--- config.mk ---
export PLATFORM = sky130hd
export DESIGN_NAME = periodic_task_dispatcher_core
export DESIGN_NICKNAME = d
export VERILOG_FILES = /design/src/design/ptd_pkg.sv /design/src/design/ptd_due_cmp.sv /design/src/design/ptd_slot_mem.sv /design/src/design/periodic_task_dispatcher_core.sv
export SDC_FILE = /design/constraint.sdc
export NUM_CORES = 2
export LEC_CHECK = 0
export ABC_AREA = 1
export BUFFER_PORTS_ARGS = -buffer_cell sky130_fd_sc_hd__buf_2
export CAP_MARGIN = 20
export CORE_MARGIN = 5
export CORE_UTILIZATION = 55
export CTS_CLUSTER_DIAMETER = 120
export DETAILED_ROUTE_END_ITERATION = 8
export GPL_TIMING_DRIVEN = 0
export HOLD_SLACK_MARGIN = 0.15
export PLACE_DENSITY = 0.79
export SYNTH_ARGS = -nofsm -noshare
export SYNTH_HDL_FRONTEND = slang
export SYNTH_SLANG_ARGS = --single-unit
--- constraint.sdc ---
create_clock -name clock -period 13.8 [get_ports clock]
set_clock_uncertainty 0.05 [all_clocks]
set_input_delay 1.38 -clock clock [delete_from_list [all_inputs] [get_ports clock]]
set_output_delay 1.38 -clock clock [all_outputs]
set_load 0.02 [all_outputs]
--- src/design/ptd_pkg.sv ---
// Shared types and constants for the periodic task dispatcher.
// No dependencies; used by every module of the block.
package ptd_pkg;

   // Table geometry and result limits
   localparam int NUM_SLOTS_DEF = 16;
   localparam int MAX_RESULTS   = 16;
   localparam int RES_CNT_W     = $clog2(MAX_RESULTS + 1);
   localparam int CNT_W         = 7;
   localparam int TIME_W        = 32;
   localparam int ID_W          = 8;
   localparam int OP_W          = 3;

   localparam logic [ID_W-1:0]   NO_SLOT        = 8'hFF;
   localparam logic [TIME_W-1:0] DEFAULT_PERIOD = 32'd100;

   // Opcodes of a request word
   localparam logic [OP_W-1:0] OP_RUN       = 3'd0;
   localparam logic [OP_W-1:0] OP_REGISTER  = 3'd1;
   localparam logic [OP_W-1:0] OP_REMOVE    = 3'd2;
   localparam logic [OP_W-1:0] OP_OVERWRITE = 3'd3;
   localparam logic [OP_W-1:0] OP_QUERY     = 3'd4;

   // Write request into the slot store
   typedef struct packed {
      logic              period_en;
      logic              last_en;
      logic [TIME_W-1:0] period;
      logic [TIME_W-1:0] last_time;
   } slot_wr_type;

endpackage

--- src/design/ptd_due_cmp.sv ---
// Shared elapsed-time compare unit: wrapping (now - last) against the period.
// Depends on ptd_pkg.
module ptd_due_cmp (
   input  logic [ptd_pkg::TIME_W-1:0] now_ms,
   input  logic [ptd_pkg::TIME_W-1:0] last_time,
   input  logic [ptd_pkg::TIME_W-1:0] period,
   output logic                       due
);

   logic [ptd_pkg::TIME_W-1:0] elapsed;

   // modulo 2^32 subtraction, then one unsigned compare
   assign elapsed = now_ms - last_time;
   assign due     = (elapsed >= period);

endmodule

--- src/design/ptd_slot_mem.sv ---
// Slot store: period and last-run memories, one write and one registered read.
// Slot 0 reads back its reset value until first written. Depends on ptd_pkg.
module ptd_slot_mem #(
   parameter int NUM_SLOTS = ptd_pkg::NUM_SLOTS_DEF,
   parameter int IDXW      = $clog2(NUM_SLOTS)
) (
   input  logic                       clock,
   input  logic                       reset,
   input  logic [IDXW-1:0]            rd_addr,
   input  logic [IDXW-1:0]            wr_addr,
   input  ptd_pkg::slot_wr_type       wr,
   output logic [ptd_pkg::TIME_W-1:0] rd_period,
   output logic [ptd_pkg::TIME_W-1:0] rd_last
);

   logic [ptd_pkg::TIME_W-1:0] period_mem [NUM_SLOTS];
   logic [ptd_pkg::TIME_W-1:0] last_mem   [NUM_SLOTS];

   logic [ptd_pkg::TIME_W-1:0] rd_period_ff;
   logic [ptd_pkg::TIME_W-1:0] rd_last_ff;
   logic                       p0_written_ff, p0_written_in;
   logic                       l0_written_ff, l0_written_in;
   logic                       p_rst_ff, p_rst_in;
   logic                       l_rst_ff, l_rst_in;

   // memory write and registered read
   always_ff @(posedge clock) begin
      if (wr.period_en) begin
         period_mem[wr_addr] <= wr.period;
      end
      if (wr.last_en) begin
         last_mem[wr_addr] <= wr.last_time;
      end
      rd_period_ff <= period_mem[rd_addr];
      rd_last_ff   <= last_mem[rd_addr];
   end

   // slot 0 holds reset values until its first write
   always_comb begin
      p0_written_in = p0_written_ff | (wr.period_en & (wr_addr == '0));
      l0_written_in = l0_written_ff | (wr.last_en & (wr_addr == '0));
      p_rst_in      = (rd_addr == '0) & ~p0_written_ff;
      l_rst_in      = (rd_addr == '0) & ~l0_written_ff;
   end

   always_ff @(posedge clock) begin
      if (reset) begin
         p0_written_ff <= 1'b0;
         l0_written_ff <= 1'b0;
         p_rst_ff      <= 1'b0;
         l_rst_ff      <= 1'b0;
      end else begin
         p0_written_ff <= p0_written_in;
         l0_written_ff <= l0_written_in;
         p_rst_ff      <= p_rst_in;
         l_rst_ff      <= l_rst_in;
      end
   end

   assign rd_period = p_rst_ff ? ptd_pkg::DEFAULT_PERIOD : rd_period_ff;
   assign rd_last   = l_rst_ff ? '0 : rd_last_ff;

endmodule

--- src/design/periodic_task_dispatcher_core.sv ---
// Periodic task dispatcher: slot sequencer, valid bits, output register.
// Run: an accept step, a scan over the slots, then a finish step,
// one slot per cycle through the shared compare unit and the slot store's read port.
// Register scans from slot 0 for the first free slot; remove, overwrite, query and unknown need no scan.
// One request word at a time; output stalls hold the scan. Synchronous reset:
// slot 0 valid with 100 ms period and last run 0, other slots free, count one.
module periodic_task_dispatcher_core #(
   parameter int NUM_SLOTS = ptd_pkg::NUM_SLOTS_DEF
) (
   input  logic                       clock,
   input  logic                       reset,
   // request channel
   input  logic                       req_valid,
   output logic                       req_ready,
   input  logic [ptd_pkg::OP_W-1:0]   req_opcode,
   input  logic [ptd_pkg::TIME_W-1:0] req_now_ms,
   input  logic [ptd_pkg::TIME_W-1:0] req_interval_ms,
   input  logic [ptd_pkg::ID_W-1:0]   req_task_id,
   // response channel
   output logic                       rsp_valid,
   input  logic                       rsp_ready,
   output logic [ptd_pkg::OP_W-1:0]   rsp_result_kind,
   output logic [ptd_pkg::ID_W-1:0]   rsp_slot_id,
   output logic                       rsp_ok,
   output logic [ptd_pkg::TIME_W-1:0] rsp_slot_interval,
   output logic [ptd_pkg::TIME_W-1:0] rsp_slot_last_time,
   output logic [ptd_pkg::CNT_W-1:0]  rsp_active_count,
   output logic                       rsp_last
);

   localparam int IDXW = $clog2(NUM_SLOTS);
   localparam int RCW  = ptd_pkg::RES_CNT_W;

   localparam logic [1:0] S_IDLE  = 2'd0;
   localparam logic [1:0] S_SCAN  = 2'd1;
   localparam logic [1:0] S_FLUSH = 2'd2;

   // sequencer state
   logic [1:0]                 state_ff, state_in;
   logic [ptd_pkg::OP_W-1:0]   op_ff, op_in;
   logic [ptd_pkg::TIME_W-1:0] now_ff, now_in;
   logic [ptd_pkg::TIME_W-1:0] ivl_ff, ivl_in;
   logic                       id_ok_ff, id_ok_in;
   logic [IDXW-1:0]            addr_ff, addr_in;
   logic [RCW-1:0]             n_ff, n_in;
   logic                       pend_ff, pend_in;
   logic [IDXW-1:0]            pend_id_ff, pend_id_in;
   logic [NUM_SLOTS-1:0]       valid_ff, valid_in;
   logic [ptd_pkg::CNT_W-1:0]  count_ff, count_in;

   // output register
   logic                       rsp_valid_ff, rsp_valid_in;
   logic [ptd_pkg::OP_W-1:0]   rsp_kind_ff;
   logic [ptd_pkg::ID_W-1:0]   rsp_slot_ff;
   logic                       rsp_ok_ff;
   logic [ptd_pkg::TIME_W-1:0] rsp_ivl_ff;
   logic [ptd_pkg::TIME_W-1:0] rsp_lt_ff;
   logic [ptd_pkg::CNT_W-1:0]  rsp_cnt_ff;
   logic                       rsp_last_ff;

   // word being emitted this cycle
   logic                       emit;
   logic [ptd_pkg::ID_W-1:0]   e_slot;
   logic                       e_ok;
   logic [ptd_pkg::TIME_W-1:0] e_ivl;
   logic [ptd_pkg::TIME_W-1:0] e_lt;
   logic                       e_last;

   logic                       out_free;
   logic                       slot_valid;
   logic                       last_slot;
   logic                       due;
   logic [RCW-1:0]             n_plus;
   logic [ptd_pkg::TIME_W-1:0] rd_period;
   logic [ptd_pkg::TIME_W-1:0] rd_last;
   ptd_pkg::slot_wr_type       wr;

   ptd_slot_mem #(
      .NUM_SLOTS (NUM_SLOTS),
      .IDXW      (IDXW)
   ) u_slot_mem (
      .clock     (clock),
      .reset     (reset),
      .rd_addr   (addr_in),
      .wr_addr   (addr_ff),
      .wr        (wr),
      .rd_period (rd_period),
      .rd_last   (rd_last)
   );

   ptd_due_cmp u_due_cmp (
      .now_ms    (now_ff),
      .last_time (rd_last),
      .period    (rd_period),
      .due       (due)
   );

   assign out_free   = ~rsp_valid_ff | rsp_ready;
   assign slot_valid = valid_ff[addr_ff];
   assign last_slot  = (addr_ff == IDXW'(NUM_SLOTS - 1));
   assign n_plus     = n_ff + 1'b1;
   assign req_ready  = (state_ff == S_IDLE);

   // sequencer
   always_comb begin
      state_in   = state_ff;
      op_in      = op_ff;
      now_in     = now_ff;
      ivl_in     = ivl_ff;
      id_ok_in   = id_ok_ff;
      addr_in    = addr_ff;
      n_in       = n_ff;
      pend_in    = pend_ff;
      pend_id_in = pend_id_ff;
      valid_in   = valid_ff;
      count_in   = count_ff;
      emit       = 1'b0;
      e_slot     = ptd_pkg::NO_SLOT;
      e_ok       = 1'b0;
      e_ivl      = '0;
      e_lt       = '0;
      e_last     = 1'b1;
      wr         = '0;

      case (state_ff)
         S_IDLE: begin
            if (req_valid) begin
               op_in    = req_opcode;
               now_in   = req_now_ms;
               ivl_in   = req_interval_ms;
               id_ok_in = (req_task_id < ptd_pkg::ID_W'(NUM_SLOTS));
               if (req_opcode inside {ptd_pkg::OP_REMOVE, ptd_pkg::OP_QUERY}) begin
                  addr_in = req_task_id[IDXW-1:0];
               end else begin
                  addr_in = '0;
               end
               n_in     = '0;
               pend_in  = 1'b0;
               state_in = S_SCAN;
            end
         end

         S_SCAN: begin
            case (op_ff)
               ptd_pkg::OP_RUN: begin
                  if (slot_valid && due) begin
                     // a new due slot releases the previous one as a non-final word
                     if (!pend_ff || out_free) begin
                        emit          = pend_ff;
                        e_slot        = ptd_pkg::ID_W'(pend_id_ff);
                        e_ok          = 1'b1;
                        e_last        = 1'b0;
                        wr.last_en    = 1'b1;
                        wr.last_time  = now_ff;
                        pend_in       = 1'b1;
                        pend_id_in    = addr_ff;
                        n_in          = n_plus;
                        if (last_slot || n_plus == RCW'(ptd_pkg::MAX_RESULTS)) begin
                           state_in = S_FLUSH;
                        end else begin
                           addr_in = addr_ff + 1'b1;
                        end
                     end
                  end else if (last_slot) begin
                     state_in = S_FLUSH;
                  end else begin
                     addr_in = addr_ff + 1'b1;
                  end
               end

               ptd_pkg::OP_REGISTER: begin
                  if (out_free) begin
                     if (!slot_valid) begin
                        valid_in[addr_ff] = 1'b1;
                        count_in          = count_ff + 1'b1;
                        wr.period_en      = 1'b1;
                        wr.period         = ivl_ff;
                        wr.last_en        = 1'b1;
                        wr.last_time      = now_ff;
                        emit              = 1'b1;
                        e_slot            = ptd_pkg::ID_W'(addr_ff);
                        e_ok              = 1'b1;
                        state_in          = S_IDLE;
                     end else if (last_slot) begin
                        emit     = 1'b1;
                        state_in = S_IDLE;
                     end else begin
                        addr_in = addr_ff + 1'b1;
                     end
                  end
               end

               ptd_pkg::OP_REMOVE: begin
                  if (out_free) begin
                     emit     = 1'b1;
                     state_in = S_IDLE;
                     if (id_ok_ff && slot_valid) begin
                        valid_in[addr_ff] = 1'b0;
                        count_in          = count_ff - 1'b1;
                        e_slot            = ptd_pkg::ID_W'(addr_ff);
                        e_ok              = 1'b1;
                     end
                  end
               end

               ptd_pkg::OP_OVERWRITE: begin
                  // address is slot 0 here; the valid bit is left alone
                  if (out_free) begin
                     wr.period_en = 1'b1;
                     wr.period    = ivl_ff;
                     wr.last_en   = 1'b1;
                     wr.last_time = now_ff;
                     emit         = 1'b1;
                     e_slot       = '0;
                     e_ok         = valid_ff[0];
                     state_in     = S_IDLE;
                  end
               end

               ptd_pkg::OP_QUERY: begin
                  if (out_free) begin
                     emit     = 1'b1;
                     state_in = S_IDLE;
                     if (id_ok_ff && slot_valid) begin
                        e_slot = ptd_pkg::ID_W'(addr_ff);
                        e_ok   = 1'b1;
                        e_ivl  = rd_period;
                        e_lt   = rd_last;
                     end
                  end
               end

               default: begin
                  // unknown opcode: echo it with no slot
                  if (out_free) begin
                     emit     = 1'b1;
                     state_in = S_IDLE;
                  end
               end
            endcase
         end

         S_FLUSH: begin
            // final word of a run: held due slot, or the nothing-due word
            if (out_free) begin
               emit     = 1'b1;
               state_in = S_IDLE;
               if (pend_ff) begin
                  e_slot = ptd_pkg::ID_W'(pend_id_ff);
                  e_ok   = 1'b1;
               end
            end
         end

         default: begin
            state_in = S_IDLE;
         end
      endcase
   end

   // output register control
   always_comb begin
      rsp_valid_in = rsp_valid_ff;
      if (emit) begin
         rsp_valid_in = 1'b1;
      end else if (rsp_ready) begin
         rsp_valid_in = 1'b0;
      end
   end

   // control registers
   always_ff @(posedge clock) begin
      if (reset) begin
         state_ff     <= S_IDLE;
         pend_ff      <= 1'b0;
         n_ff         <= '0;
         valid_ff     <= NUM_SLOTS'(1);
         count_ff     <= ptd_pkg::CNT_W'(1);
         rsp_valid_ff <= 1'b0;
      end else begin
         state_ff     <= state_in;
         pend_ff      <= pend_in;
         n_ff         <= n_in;
         valid_ff     <= valid_in;
         count_ff     <= count_in;
         rsp_valid_ff <= rsp_valid_in;
      end
   end

   // request and response payload registers
   always_ff @(posedge clock) begin
      op_ff      <= op_in;
      now_ff     <= now_in;
      ivl_ff     <= ivl_in;
      id_ok_ff   <= id_ok_in;
      addr_ff    <= addr_in;
      pend_id_ff <= pend_id_in;
      if (emit) begin
         rsp_kind_ff <= op_ff;
         rsp_slot_ff <= e_slot;
         rsp_ok_ff   <= e_ok;
         rsp_ivl_ff  <= e_ivl;
         rsp_lt_ff   <= e_lt;
         rsp_cnt_ff  <= count_in;
         rsp_last_ff <= e_last;
      end
   end

   assign rsp_valid          = rsp_valid_ff;
   assign rsp_result_kind    = rsp_kind_ff;
   assign rsp_slot_id        = rsp_slot_ff;
   assign rsp_ok             = rsp_ok_ff;
   assign rsp_slot_interval  = rsp_ivl_ff;
   assign rsp_slot_last_time = rsp_lt_ff;
   assign rsp_active_count   = rsp_cnt_ff;
   assign rsp_last           = rsp_last_ff;

   // checks
   a_count_matches: assert property (@(posedge clock) disable iff (reset)
      count_ff == ptd_pkg::CNT_W'($countones(valid_ff)))
      else $error("active count out of step with slot valid bits");

   a_ok_slot_in_range: assert property (@(posedge clock) disable iff (reset)
      rsp_valid_ff && rsp_ok_ff && (rsp_kind_ff != ptd_pkg::OP_OVERWRITE)
      |-> rsp_slot_ff < ptd_pkg::ID_W'(NUM_SLOTS))
      else $error("successful word carries a slot beyond the table");

   a_flush_only_run: assert property (@(posedge clock) disable iff (reset)
      state_ff == S_FLUSH |-> op_ff == ptd_pkg::OP_RUN)
      else $error("finish state entered by a non-run word");

   a_run_limit: assert property (@(posedge clock) disable iff (reset)
      state_ff == S_SCAN && op_ff == ptd_pkg::OP_RUN
      |-> n_ff < RCW'(ptd_pkg::MAX_RESULTS))
      else $error("run scan continued past the result limit");

   a_accept_starts_scan: assert property (@(posedge clock) disable iff (reset)
      req_valid && req_ready |=> state_ff == S_SCAN)
      else $error("accepted request word did not start the sequencer");

endmodule

---- Word-level counts from Yosys, hierarchy flattened ----
Memories as Yosys holds them, arrays and structs flattened. A register that Yosys moved wholly into a read port is not among the register bits.
Cells that the tools add are included.
word-level totals
  bits in registers ....................... 196
  output and inout bits ................... 86
  memory bits (writable) .................. 1024
  bits of input ports ..................... 79
  word-level logic and storage cells ...... 187
  memories ................................ 2
operators by class
  bitwise gates (word level) .............. 13
  equality and inequality tests ........... 23
  muxes and demuxes ....................... 95
  add/sub/neg operators ................... 5
  magnitude comparators ................... 4
  reductions and logical operators ........ 22
memory list
  memory                 words  bits a word  read ports  clocked after memory_dff  write ports  line                text
  u_slot_mem.last_mem    16     32           1           1                         1            ptd_slot_mem.sv:17  logic [ptd_pkg::TIME_W-1:0] last_mem [NUM_SLOTS];
  u_slot_mem.period_mem  16     32           1           1                         1            ptd_slot_mem.sv:16  logic [ptd_pkg::TIME_W-1:0] period_mem [NUM_SLOTS];
operators by type and width
  kind                  count
  $mux W66              4
  $mux W32              4
  $pmux W32 S3          1
  $mux W8               9
  $mux W16              4
  $pmux W32 S2          1
  $mux W7               5
  $ge A32 B32 Y1        1
  $mux W4               8
  $pmux W16 S2          1
  $pmux W8 S4           1
  $sub A32 B32 Y32      1
  $mux W1               28
  $mux W5               4
  $mux W2               9
  $and A16 B16 Y16      1
  $ne A2 B2 Y1 const B  8
  $ne A4 B4 Y1 const B  4
  $not A16 Y16          1
  $or A16 B16 Y16       1
  $pmux W4 S2           2
  $pmux W8 S2           1
  $pmux W7 S2           1
  $reduce_and A6 Y1     2
  other kinds (38)      60

---- Logic depth before layout (Yosys ltp) ----
  depth in word-level cells ............... 10
  depth in mapped cells ................... 39
  gate-level depth less buffers ........... 37

---- Hierarchy ----
Synthesis repeated with hierarchy kept, for this count alone.
unflattened totals
  cells, all modules ...................... 6072
  area total of the unflattened synthesis .. 58182.1 um2
by module, submodules not included
  module                         times used  cells each  sequential area each (um2)  area an instance (um2)
  ptd_slot_mem                   1           4453        32110.8                     45830.2
  periodic_task_dispatcher_core  1           966         5315.1                      9002.4
  ptd_due_cmp                    1           653         0.0                         3349.5

---- Worst setup path after synthesis ----
OpenSTA, ideal clock, no wires.
  kind .................................... flip-flop to flip-flop
  start point ............................. register u_slot_mem.l_rst_ff
  end point ............................... memory u_slot_mem.last_mem[10][0] (netlist name), enable pin
  period minus slack after synthesis ...... 6.487 ns
  library setup time ...................... 0.421 ns
  required time ........................... 13.329 ns
  buffers on the path ..................... 2
  cell stages (with the launch flop) ...... 35
  setup slack ............................. 7.313 ns
  data arrival time ....................... 6.016 ns
  cells stage by stage .................... dfxtp_1 inv_1 clkbuf_1 nand2_1 ha_1 a21oi_1 nand2_1 a21oi_1 o21ai_0 a21boi_0 o21ai_0 a21oi_1 o21ai_0 a21oi_1 o21ai_0 nand2_1 nand2_1 ha_1 a21oi_1 o21ai_0 nand2_1 nand2_1 nor2_1 nand2_1 nand2_2 inv_1 nand2_1 nor2_1 inv_1 nor2_1 inv_1 nand2_1 inv_1 clkbuf_1 nor2_1
on the way
  word-level cells in the longest chain between the ends .. 9
ends and longest elaborated chain
  item                           line                                  text
  start, declared                ptd_slot_mem.sv:24                    logic l_rst_ff, l_rst_in;
  start signal, assigned         ptd_slot_mem.sv:56                    l_rst_ff <= l_rst_in;
  $mux W32                       ptd_slot_mem.sv:61                    assign rd_last = l_rst_ff ? '0 : rd_last_ff;
  $sub A32 B32 Y32               ptd_due_cmp.sv:13                     assign elapsed = now_ms - last_time;
  $ge A32 B32 Y1                 ptd_due_cmp.sv:14                     assign due = (elapsed >= period);
  $logic_and A1 B1 Y1            periodic_task_dispatcher_core.sv:146  if (slot_valid && due) begin
  $mux W1                        periodic_task_dispatcher_core.sv:146
  $pmux W1 S3                    periodic_task_dispatcher_core.sv:144  case (op_ff)
  $mux W66                       periodic_task_dispatcher_core.sv:125  case (state_ff)
  $mux W1                        ptd_slot_mem.sv:31                    if (wr.last_en) begin
  $mux W1 (implied by the code)  ptd_slot_mem.sv:32                    last_mem[wr_addr] <= wr.last_time;
  end, declared                  ptd_slot_mem.sv:17
No other way between the ends.

==> qor.csv <==
stage;metric;value;unit
outcome;status;finished with violations;
outcome;failing checks;design-rule violations;
sta;# setup viols final;0;
global_routing;vias in the first global route;41500;
critical_path;r2r startpoint;u_slot_mem.l_rst_ff;
worst_hold_path;hold path startpoint;u_slot_mem.p0_written_ff;
clock_network;CTS buffer count;134;
detailed_routing;DRC;1;
synth;area share of the largest cell type after synthesis;61.3;%
sta;Slew headroom;24.1;%
critical_path;Crit Path Max Fanout;16;
power_and_ir_drop;VDD IR max;0.000171;V
floorplanning;Core ar.;0.104;mm2
clock_network;# clock sinks;1281;
synth;main flop type after synthesis;edfxtp_1;
floorplanning;die area;0.111;mm2
detailed_routing;antenna viol nets, final;0;
worst_hold_path;Hold Path Cell Cnt;1;
synth;yosys warns;0;
global_routing;GRT Util Overall;29.9;%
place;# port buffers;164;
sta;Slew Viols, Final;0;
layout;Net count, final;6226;
detailed_routing;drt wl/cell;22.7;um
layout;Layout fillers;7472;
detailed_routing;DRT Wirelength;171000;um
floorplanning;chip width;334;um
detailed_routing;Pre-antenna DRT Iters;9;
clock_network;CTS tree;built;
power_and_ir_drop;P_int;0.00841;W
layout;commonest cells after routing, fill and taps aside;edfxtp_1 (1,177), nand2_1 (1,155), inv_1 (1,101);
place;Cell Area, Placed;0.0613;mm2
critical_path;CP max stage cell;nor2_1;
floorplanning;Ports;165;
synth;Mapped Area;0.0577;mm2
synth;Synth area leaders;edfxtp_1 (61%), nand3_1 (9.2%), nand2_1 (7.5%);
critical_path;arrival time worst endpoint;8.75;ns
synth;Yosys reg bits;1281;
critical_path;CP Class;reg2reg;
layout;Layout area overhead;14.5;%
clock_network;Max H-tree Level;4;
critical_path;r2r endpoint;u_slot_mem.last_mem[3][24];
critical_path;Required @ worst endpoint;14.14;ns
critical_path;CP startpoint;u_slot_mem.l_rst_ff;
power_and_ir_drop;Comb power frac;44.2;%
place;DPL Wire Length;120000;um
clock_network;worst-skew pair later-pin latency;0.76;ns
synth;syn_area_per_cell;10.1;um2
global_routing;largest net degree at the start of global routing;77;
critical_path;CP Capture Type;flop;
floorplanning;row count;118;
floorplanning;initial core utilization;55.6;%
sta;setup TNS;0;ns
clock_network;clock tree buffer depth;3;
critical_path;R2R cell count;33;
sta;Hold Fails Final Rpt;0;
power_and_ir_drop;Seq pwr share;31.5;%
critical_path;startpoint class of the critical path;flop;
worst_hold_path;worst min-delay path endpoint;u_slot_mem.p_rst_ff;
synth;ys async rst share;0;%
sta;period utilization;61.0;%
detailed_routing;Vias/cell;5.70;
synth;Yosys cell types;44;
power_and_ir_drop;sw frac;43.5;%
power_and_ir_drop;Clk network pwr share;24.3;%
power_and_ir_drop;NetSw;0.00649;W
clock_network;Root Buffer;clkbuf_16;
layout;post-route cell area;0.0660;mm2
synth;Synth area leader;edfxtp_1;
sta;post-layout min period;8.41;ns
worst_hold_path;HP Class;reg2reg;
critical_path;Most common cell on crit path;nand2_1;
clock_network;setup bufs post-CTS;0;
clock_network;number of hold buffers added after CTS;0;
synth;syn_nets;5856;
synth;sequential share of the synthesized area;64.9;%
global_routing;first-pass GRT wire length;250000;um
run;max_cap viols;0;
synth;Post-synth EDFFs;1177;
critical_path;R2R Setup Slk;5.39;ns
power_and_ir_drop;P per Cell Area;226;mW/mm2
sta;worst-margin pin slew;1.13;ns
layout;layout cells sized above 1;10.8;%
detailed_routing;via count;43100;
power_and_ir_drop;leakage power;28.7;nW
detailed_routing;DRT iter0 DRCs;6107;
clock_network;clock transition at the registers of the reported paths;0.06;ns
sta;unrepaired setup endpoints after global routing;no;
global_routing;gr ovfl total;0;
global_routing;antenna violations before repair;6;
layout;commonest non-fill, non-tap cell in the layout;edfxtp_1;
critical_path;Worst path max stage delay;0.89;ns
clock_network;post-CTS sizing;0;
floorplanning;die height;334;um
place;placer congestion estimate;1.00;
sta;Max Clock Freq;119;MHz
synth;Syn Inst Count;5701;
[layout make-up]
type / instances / area, um2 / share of cell area [%]
clock inverter: 67 / 793 / 1.20
buffer: 295 / 1390 / 2.11
multi-input combinational: 3016 / 14900 / 22.6
clock buffer: 177 / 3620 / 5.48
sequential: 1281 / 37400 / 56.7
inverter: 1109 / 4170 / 6.31
tap: 1380 / 1730 / 2.62
timing repair buffer: 234 / 1960 / 2.97
antenna: 5 / 12.5 / 0.0189
[flip-flops by register name, indices dropped and copies added (netlist names), 2 cells and up, named ones only]
signal and flops:
u_slot_mem.rd_last_ff 32, rsp_slot_id 5, rsp_slot_interval 32, ivl_ff 32
u_slot_mem.last_mem 512, op_ff 3, rsp_result_kind 3, addr_ff 4
state_ff 2, u_slot_mem.period_mem 512, pend_id_ff 4, count_ff 7
rsp_slot_last_time 32, rsp_active_count 7, n_ff 5, now_ff 32
u_slot_mem.rd_period_ff 32
[critical path, delay by kind of cell, from the launching register on]
kind / cells / cell delay, ns
AOI/OAI and AO/OA: 8 / 2.09
DFF: 1 / 0.34
xor gates and xnor gates: 1 / 0.15
and+or+nand+nor: 14 / 2.58
adders and majority gates: 2 / 0.70
buffers and inverters: 8 / 2.09
[power by group through the flow]
stage | clock, W | combinational [W] | sequential [W]
after global routing | 0.00380 | 0.00704 | 0.00470
after detailed placement | 0 | 0.00628 | 0.00476
after floorplan | 0 | 0.00391 | 0.00473
after CTS | 0.00363 | 0.00634 | 0.00468
after global placement | 0 | 0.00608 | 0.00477
final | 0.00363 | 0.00658 | 0.00469
[layer usage]
metal	vias to the layer above	share of wire, %	global-route usage, %	routed length (um)
met3	554	14	9.21	24600
li1	19500	-	-	-
met2	3025	44	46.2	76100
met5	-	0.10	0.383	173
met4	12	5.8	16.0	10000
met1	20100	35	38.3	60500
[cells by family after synthesis]
group / share of synthesized area, %
simple gates: 21.3
buf+inv: 9.63
flops: 64.9
compound gates: 1.96
fa+ha+maj: 1.66
xor+xnor: 0.501
[worst max path at each step]
stage,to,slack [ns],cells past startpoint
3_3_place_gp,u_slot_mem.last_mem[2][27],3.81,32
3_5_place_dp,u_slot_mem.last_mem[1][17],5.45,33
2_1_floorplan,u_slot_mem.last_mem[10][0],7.31,34
6_report,u_slot_mem.last_mem[3][24],5.39,33
4_1_cts,u_slot_mem.last_mem[0][14],5.46,33
5_1_grt,u_slot_mem.last_mem[9][22],4.83,33
[synthesized netlist by cell type, drive strengths merged (4+ instances only)]
cell and count:
ha 75, o311ai 5, a31oi 10, nor2 259
a21oi 94, dfxtp 104, buf 197, xor2 23
clkbuf 98, o211ai 5, o221ai 4, o21ai 64
nand3b 192, nand2 1159, xnor2 10, o22ai 5
nor3 10, nand3 1065, o21a 5, edfxtp 1177
nand4 13, inv 1108
[stage by stage]
step	util [%]	instances	setup WS (ns)	hold WS, ns	power (W)
after floorplan	-	5701	7.31	0.343	0.00864
after global placement	58.0	7245	3.81	0.351	0.0108
after detailed placement	59.1	7287	5.45	0.355	0.0110
after CTS	63.4	7531	5.46	0.365	0.0146
after global routing	63.6	7559	4.83	0.377	0.0155
final	63.6	7564	5.39	0.367	0.0149
Power figures use the tool's default switching activity.
